`src/design/region_moments_orientation_core_macros.svh`:
```
// Assertion macros used by the controller of the region moments design.
`ifndef REGION_MOMENTS_ORIENTATION_CORE_MACROS_SVH
`define REGION_MOMENTS_ORIENTATION_CORE_MACROS_SVH
`ifndef NO_ASSERTIONS
`define RMO_ASSERT_IMP(label, clk, rst_n, ante, cons) \
  label: assert property (@(posedge clk) disable iff (!rst_n) (ante) |-> (cons)) \
    else $error("rmo: same-cycle check failed");
`define RMO_ASSERT_NXT(label, clk, rst_n, ante, cons) \
  label: assert property (@(posedge clk) disable iff (!rst_n) (ante) |=> (cons)) \
    else $error("rmo: next-cycle check failed");
`else
`define RMO_ASSERT_IMP(label, clk, rst_n, ante, cons)
`define RMO_ASSERT_NXT(label, clk, rst_n, ante, cons)
`endif
`endif

```
`src/design/rmo_pkg.sv`:
```
// Shared types, constants and the arctangent table of the region moments design.
`default_nettype none
package rmo_pkg;

  localparam int TARGET_W    = 24;
  localparam int FRAME_DIM_W = 11;
  localparam int CFG_DATA_W  = 32;
  localparam int CFG_ADDR_W  = 4;
  localparam int IN_TDATA_W  = 24;
  localparam int OUT_TDATA_W = 120;
  localparam int MOM_W       = 64;
  localparam int ANGLE_W     = 35;
  localparam logic [32:0] PI_Q30 = 33'd3373259426;

  // Register indexes on the configuration port.
  typedef enum logic [1:0] {
    REG_TARGET = 2'd0,
    REG_WIDTH  = 2'd1,
    REG_HEIGHT = 2'd2
  } reg_idx_t;

  // Operand selection for the shared divider.
  typedef enum logic [1:0] {
    DIV_ROW    = 2'd0,
    DIV_COL    = 2'd1,
    DIV_ASPECT = 2'd2
  } div_sel_t;

  // Steps of the central moment sequence.
  typedef enum logic [3:0] {
    MOM_CSC = 4'd0,
    MOM_TCN = 4'd1,
    MOM_CCT = 4'd2,
    MOM_RSR = 4'd3,
    MOM_TRN = 4'd4,
    MOM_RRT = 4'd5,
    MOM_RSC = 4'd6,
    MOM_CSR = 4'd7,
    MOM_CRT = 4'd8
  } mom_op_t;

  typedef struct packed {
    logic [TARGET_W-1:0]    target;
    logic [FRAME_DIM_W-1:0] width;
    logic [FRAME_DIM_W-1:0] height;
  } cfg_t;

  typedef struct packed {
    logic     accept;
    logic     div_start;
    div_sel_t div_sel;
    logic     mom_en;
    mom_op_t  mom_op;
    logic     mom_apply;
    logic     prep;
    logic     cordic_start;
    logic     load_out;
  } cmd_t;

  typedef struct packed {
    logic last_pos;
    logic pipe_busy;
    logic area_zero;
    logic div_done;
    logic cordic_done;
    logic out_free;
  } sts_t;

  // Arctangent of 2^-i in Q.30 radians.
  function automatic logic [29:0] atan_q30(input logic [4:0] i);
    logic [29:0] v;
    unique case (i)
      5'd0:  v = 30'd843314857;
      5'd1:  v = 30'd497837829;
      5'd2:  v = 30'd263043837;
      5'd3:  v = 30'd133525159;
      5'd4:  v = 30'd67021687;
      5'd5:  v = 30'd33543516;
      5'd6:  v = 30'd16775851;
      5'd7:  v = 30'd8388437;
      5'd8:  v = 30'd4194283;
      5'd9:  v = 30'd2097149;
      5'd10: v = 30'd1048576;
      5'd11: v = 30'd524288;
      5'd12: v = 30'd262144;
      5'd13: v = 30'd131072;
      5'd14: v = 30'd65536;
      5'd15: v = 30'd32768;
      5'd16: v = 30'd16384;
      5'd17: v = 30'd8192;
      5'd18: v = 30'd4096;
      5'd19: v = 30'd2048;
      5'd20: v = 30'd1024;
      5'd21: v = 30'd512;
      5'd22: v = 30'd256;
      5'd23: v = 30'd128;
      5'd24: v = 30'd64;
      5'd25: v = 30'd32;
      5'd26: v = 30'd16;
      5'd27: v = 30'd8;
      5'd28: v = 30'd4;
      5'd29: v = 30'd2;
      5'd30: v = 30'd1;
      default: v = 30'd0;
    endcase
    return v;
  endfunction

endpackage
`default_nettype wire

```
`src/design/rmo_ctrl.sv`:
```
// Frame controller that sequences accumulation and the end-of-frame arithmetic.
`default_nettype none
`include "region_moments_orientation_core_macros.svh"
module rmo_ctrl
  import rmo_pkg::*;
(
  input  wire logic clk,
  input  wire logic rst_n,
  input  wire logic in_tvalid,
  output logic      in_tready,
  input  wire sts_t sts,
  output cmd_t      cmd
);
  localparam logic [4:0] MOM_LAST = 5'd17;

  typedef enum logic [8:0] {
    ST_ACCUM  = 9'b000000001,
    ST_DRAIN  = 9'b000000010,
    ST_DIV_R  = 9'b000000100,
    ST_DIV_C  = 9'b000001000,
    ST_DIV_A  = 9'b000010000,
    ST_MOM    = 9'b000100000,
    ST_PREP   = 9'b001000000,
    ST_ORIENT = 9'b010000000,
    ST_EMIT   = 9'b100000000
  } state_t;

  state_t     state_r, state_nxt;
  logic [4:0] step_r, step_nxt;

  // Next state and the commands of each state.
  always_comb begin
    state_nxt = state_r;
    step_nxt  = step_r;
    cmd       = '0;
    in_tready = (state_r == ST_ACCUM);
    unique case (state_r)
      ST_ACCUM: begin
        cmd.accept = in_tvalid;
        if (in_tvalid && sts.last_pos) state_nxt = ST_DRAIN;
      end
      ST_DRAIN: begin
        if (!sts.pipe_busy) state_nxt = sts.area_zero ? ST_EMIT : ST_DIV_R;
      end
      ST_DIV_R: begin
        cmd.div_start = 1'b1;
        cmd.div_sel   = DIV_ROW;
        if (sts.div_done) state_nxt = ST_DIV_C;
      end
      ST_DIV_C: begin
        cmd.div_start = 1'b1;
        cmd.div_sel   = DIV_COL;
        if (sts.div_done) state_nxt = ST_DIV_A;
      end
      ST_DIV_A: begin
        cmd.div_start = 1'b1;
        cmd.div_sel   = DIV_ASPECT;
        if (sts.div_done) state_nxt = ST_MOM;
      end
      // Each moment step multiplies into the product register, then accumulates in the next cycle.
      ST_MOM: begin
        cmd.mom_en    = 1'b1;
        cmd.mom_op    = mom_op_t'(step_r[4:1]);
        cmd.mom_apply = step_r[0];
        if (step_r == MOM_LAST) begin
          step_nxt  = '0;
          state_nxt = ST_PREP;
        end else begin
          step_nxt = step_r + 5'd1;
        end
      end
      ST_PREP: begin
        cmd.prep  = 1'b1;
        state_nxt = ST_ORIENT;
      end
      ST_ORIENT: begin
        cmd.cordic_start = 1'b1;
        if (sts.cordic_done) state_nxt = ST_EMIT;
      end
      ST_EMIT: begin
        if (sts.out_free) begin
          cmd.load_out = 1'b1;
          state_nxt    = ST_ACCUM;
        end
      end
      default: state_nxt = ST_ACCUM;
    endcase
  end

  always_ff @(posedge clk) begin
    if (!rst_n) begin
      state_r <= ST_ACCUM;
      step_r  <= '0;
    end else begin
      state_r <= state_nxt;
      step_r  <= step_nxt;
    end
  end

  // The result is loaded only once the pixel stages have drained.
  `RMO_ASSERT_IMP(a_load_drained, clk, rst_n, cmd.load_out, !sts.pipe_busy)
  // The transfer of a frame's last pixel stops further input.
  `RMO_ASSERT_NXT(a_frame_end_stall, clk, rst_n, cmd.accept && sts.last_pos, !in_tready)
  // Quotients come back only while a division is being waited for.
  `RMO_ASSERT_IMP(a_div_done_state, clk, rst_n, sts.div_done, (state_r == ST_DIV_R) || (state_r == ST_DIV_C) || (state_r == ST_DIV_A))
endmodule
`default_nettype wire

```
`config.mk`:
```
export PLATFORM = sky130hd
export DESIGN_NAME = rmo_ctrl
export DESIGN_NICKNAME = d
export VERILOG_FILES = /design/src/design/rmo_pkg.sv /design/src/design/rmo_ctrl.sv
export VERILOG_INCLUDE_DIRS = /design/src /design/src/design
export SDC_FILE = /design/constraint.sdc
export NUM_CORES = 1
export LEC_CHECK = 0
export BUFFER_PORTS_ARGS = -buffer_cell sky130_fd_sc_hd__buf_4
export CORE_MARGIN = 2
export CORE_UTILIZATION = 52
export CTS_CLUSTER_DIAMETER = 30
export DETAILED_ROUTE_END_ITERATION = 10
export PLACE_DENSITY = 0.86
export SLEW_MARGIN = 10
export SYNTH_ARGS = -nofsm -noshare
export SYNTH_HDL_FRONTEND = slang
export SYNTH_SLANG_ARGS = --single-unit
```
`constraint.sdc`:
```
create_clock -name clk -period 2.1 [get_ports clk]
set_input_delay 0.42 -clock clk [delete_from_list [all_inputs] [get_ports clk]]
set_output_delay 0.42 -clock clk [all_outputs]
set_load 0.01 [all_outputs]
```
=== Word level (Yosys, flattened, before mapping) ===
Index checks and enable logic that the tools add are counted.

* Input port bits: 9
* Logic and storage cells: 41
* Flip-flop bits (word level): 14

* Mux-type cells: 18
* Reductions and logical operators: 2
* Equality and inequality tests: 18
* Add/sub/neg operators: 1

{| class="wikitable"
|+ Operators with widths
! kind !! count
|-
| $mux 9 || 9
|-
| $pmux 9 s9 || 1
|-
| $ne 2x2->1 const B || 7
|-
| $eq 9x1->1 const B || 1
|-
| $eq 9x2->1 const B || 1
|-
| $eq 9x3->1 const B || 1
|-
| $eq 9x4->1 const B || 1
|-
| $eq 9x5->1 const B || 1
|-
| $eq 9x6->1 const B || 1
|-
| $eq 9x7->1 const B || 1
|-
| $eq 9x8->1 const B || 1
|-
| $eq 9x9->1 const B || 1
|-
| $pmux 3 s3 || 1
|-
| $reduce_and 8->1 || 1
|-
| $mux 6 || 1
|-
| $add 5x1->5 const B || 1
|-
| $eq 5x5->1 const B || 1
|-
| $mux 1 || 5
|-
| $mux 5 || 1
|-
| $ne 2x1->1 const B || 1
|-
| $logic_and 1x1->1 || 1
|}

=== Logic depth before layout (Yosys ltp) ===
* Depth in word-level cells: 3
* Depth in mapped cells: 8
* Depth with buffers taken out: 7

=== Least setup slack after synthesis ===
No wires, ideal clock.

* Kind: register to output
* From: reg state_r[5]
* To: out cmd[11] (netlist name)
* Path slack: 0.106 ns
* Arrival time: 1.574 ns
* Stages on the path, launching flop included: 5
* Path through: dfxtp_1 -> or4b_2 -> nor4_1 -> a211oi_1 -> nor3_1

{| class="wikitable"
|+ RTL lines
! item !! RTL line !! text
|-
| start, declared || rmo_ctrl.sv:28 || <nowiki>state_t state_r, state_nxt;</nowiki>
|-
| start signal, assigned || rmo_ctrl.sv:95 || <nowiki>state_r <= state_nxt;</nowiki>
|-
| end, declared || rmo_ctrl.sv:12 || <nowiki>output cmd_t cmd</nowiki>
|}

==> results.ini <==
[outcome]
status=complete, but fails checks
violations=negative setup slack

[grt]
grt_usage=0.305
gr-total-overflow=0
grt_pass1_wl_mm=4.74
antenna_found_initial=0
first_global_vias=1070
grt_max_degree=16

[clock_network]
cts_buffers=3
clk_pin_slew_ns=0.09
cts_tree=done
cts-root-buf=clkbuf_4
clock_path_buffers=2
numClockSinks=14
clk-insertion-delay-late_ns=0.30
htreeDepth=1

[worst_setup_path]
ff2ff_setup_slack_ns=0.06
r2r_end=step_r[4]
crit_path_max_fanout=8
critical_path.startpoint_type=flop
startpoint=state_r[4]
arrival_ns=1.88
critPathSlowestCell=or4b_4
cpPeakStageDelay_ns=0.52
cp.depth=5
critPathBufInv=2
critPathTopFamily=simple AND/OR/NAND/NOR gates
path_cells=or4b_4, or3_4, clkinv_4, and2_4, buf_6
worstReg2RegStart=state_r[4]
reg2reg_depth=7
worst_ep_required_time_ns=1.68
crit_end=cmd[5]
path_class=reg -> out
worst_setup_path_end_kind=output port

[detailed_routing]
first_pass_iters=4
drt_first_iter_violations=47
drtAntennaViolNets=0
drc=0
avgRoutedWirePerCell_um=16.7
wl_mm=3.18
avgViaCountPerCell=6.25
vias=1187

[power]
combPwrFrac=0.423
seqPwrFrac=0.338
power_leakage_nw=0.616
switchingPower_mw=0.309
clkPwrFrac=0.239
peakVddDrop_mv=0.593
power.density_mw_per_mm2=590
switching_share=0.362
p_int_mw=0.545

[logic_synthesis]
synth_top_area_cell=dfxtp_1
yosys-top-cells-area=dfxtp_1 (29%), and2_1 (7.1%), nor2_1 (4.6%), nor3_1 (3.6%), o32ai_1 (3.6%)
async_flop_share=0
synth_ff_type=dfxtp_1
syn_area_um2=970
syn_nets=135
yosysWarnings=0
synthCells=124
syn_area_per_cell_um2=7.82
synth.top_cells.by_count=dfxtp_1 (14), nor2_1 (12), and2_1 (11)
synth_seq_area_share=0.289
ys_types=47
synth_edf_count=0
ys_ff_latch=14
synth.most_common_cell=dfxtp_1
yosysTopAreaCellShare=0.289

[timing]
fmax_mhz=434
setup_violations=7
fin_setup_tns_ns=-1.12
layout_setup_ws_ns=-0.203
finalHoldViolCount=0
fin_worst_skew_ns=0.0102
worst_pin_slew_ns=0.465
fin_crit_ns=2.30
fin_crit_sh=1.10
maxSlewHeadroom=0.689
grt_setup_unrepaired=yes
holdWs_ns=0.329
maxSlewViolCount=0

[floorplanning]
die_h_um=47.2
dieArea_mm2=0.00223
floorplan.initialDensity=0.556
rows=15
ios=23
die_x_um=47.2
coreArea_mm2=0.00175

[placement]
place_congestion=0.921
place_hpwl_mm=1.99
pre_cts_slack_ns=-0.0195
io_buffers=22
placed_area_mm2=0.00122

[hold_path]
min_path_type=in -> reg

[finish]
drive_above_1_share=0.473
finish.utilization=0.830
syn2layout_area_growth_pct=49.4
diodes=0
fin_area_mm2=0.00145
fin_nets=177

[run]
maxCapViolations=0

-- logic make-up after synthesis --
family,after synthesis,synth area share
adder cells (fa/ha/maj),2,0.0258
flip-flops,14,0.289
multiplexers,1,0.0103
buffers and inverters,10,0.0529
AND/OR/NAND/NOR,72,0.436
AO/OA/AOI/OAI,23,0.168
XOR/XNOR,2,0.0181
-- cell type report --
| cell class | instances | area [um^2] |
|---|---|---|
| inverters | 4 | 20.0 |
| fillers | 115 | 297 |
| flip-flops and latches | 14 | 289 |
| repair buffers | 43 | 349 |
| multi-input cells | 100 | 723 |
| well taps | 25 | 31.3 |
| clock buffers | 4 | 36.3 |
-- metal layers --
layer,track usage,wire [um],up-vias
li1,-,-,537
met1,0.368,1140,536
met2,0.523,1640,90
met3,0.0346,244,24
met4,0.167,153,0
met5,0,0,-
-- how the worst min path moves through the flow --
stage                          from  depth (start not counted)    endpoint
after floorplan           step_r[2]                          2   step_r[2]
after global placement    step_r[2]                          2   step_r[2]
after detailed placement  step_r[2]                          2   step_r[2]
after CTS                    sts[2]                          2  state_r[2]
after global routing         sts[2]                          2  state_r[2]
final                        sts[2]                          2  state_r[2]
-- cell usage in the layout, fill, tap and decap left out, types with 2 or more instances in the layout --
cell and count:
or4b_4 2, nor2_2 2, nor2_1 9, buf_6 7, buf_4 36, ha_1 2, or3_1 2, nand2_1 9
o21ai_0 6, inv_1 3, nor3b_1 3, o32ai_1 4, and2_4 6, nor3_1 2, nor2b_1 4, and2_1 5
nor3_2 5, nand4_1 4, nand4b_1 2, clkbuf_4 3, dfxtp_1 9, a21oi_1 3, dfxtp_2 4
-- registers in the layout (all words and copies together) (netlist names) --
| register | flops |
|---|---|
| step_r | 5 |
| state_r | 9 |
-- power groups by stage --
| stage | logic (mW) | registers [mW] | clock network [mW] |
|---|---|---|---|
| after CTS | 0.330 | 0.290 | 0.203 |
| final | 0.362 | 0.289 | 0.204 |
| after global routing | 0.379 | 0.289 | 0.213 |
| after global placement | 0.306 | 0.294 | 0 |
| after detailed placement | 0.315 | 0.296 | 0 |
| after floorplan | 0.203 | 0.292 | 0 |
-- timing repair --
action | in CTS | in global routing
setup buffers | 6 | 3
pin swaps | 6 | 5
setup endpoints to repair | 9 | 20
hold buffers | 0 | 0
resized for setup | 9 | 26
hold endpoints to repair | 0 | 0
-- metrics by stage --
stage,cells,power [mW]
floorplan,124,0.495
global placement,177,0.600
detailed placement,177,0.611
CTS,187,0.823
global route,190,0.881
finish,190,0.855
-- worst reg2reg max path, stage by stage (launching register included) --
cell	delay (ns)
dfxtp_4	0.37
or4b_4	0.52
or3_4	0.38
buf_4	0.16
buf_4	0.13
o21ai_0	0.15
o21ai_0	0.10
and2_1	0.15
No activity file was read; power rests on OpenSTA's default activity.
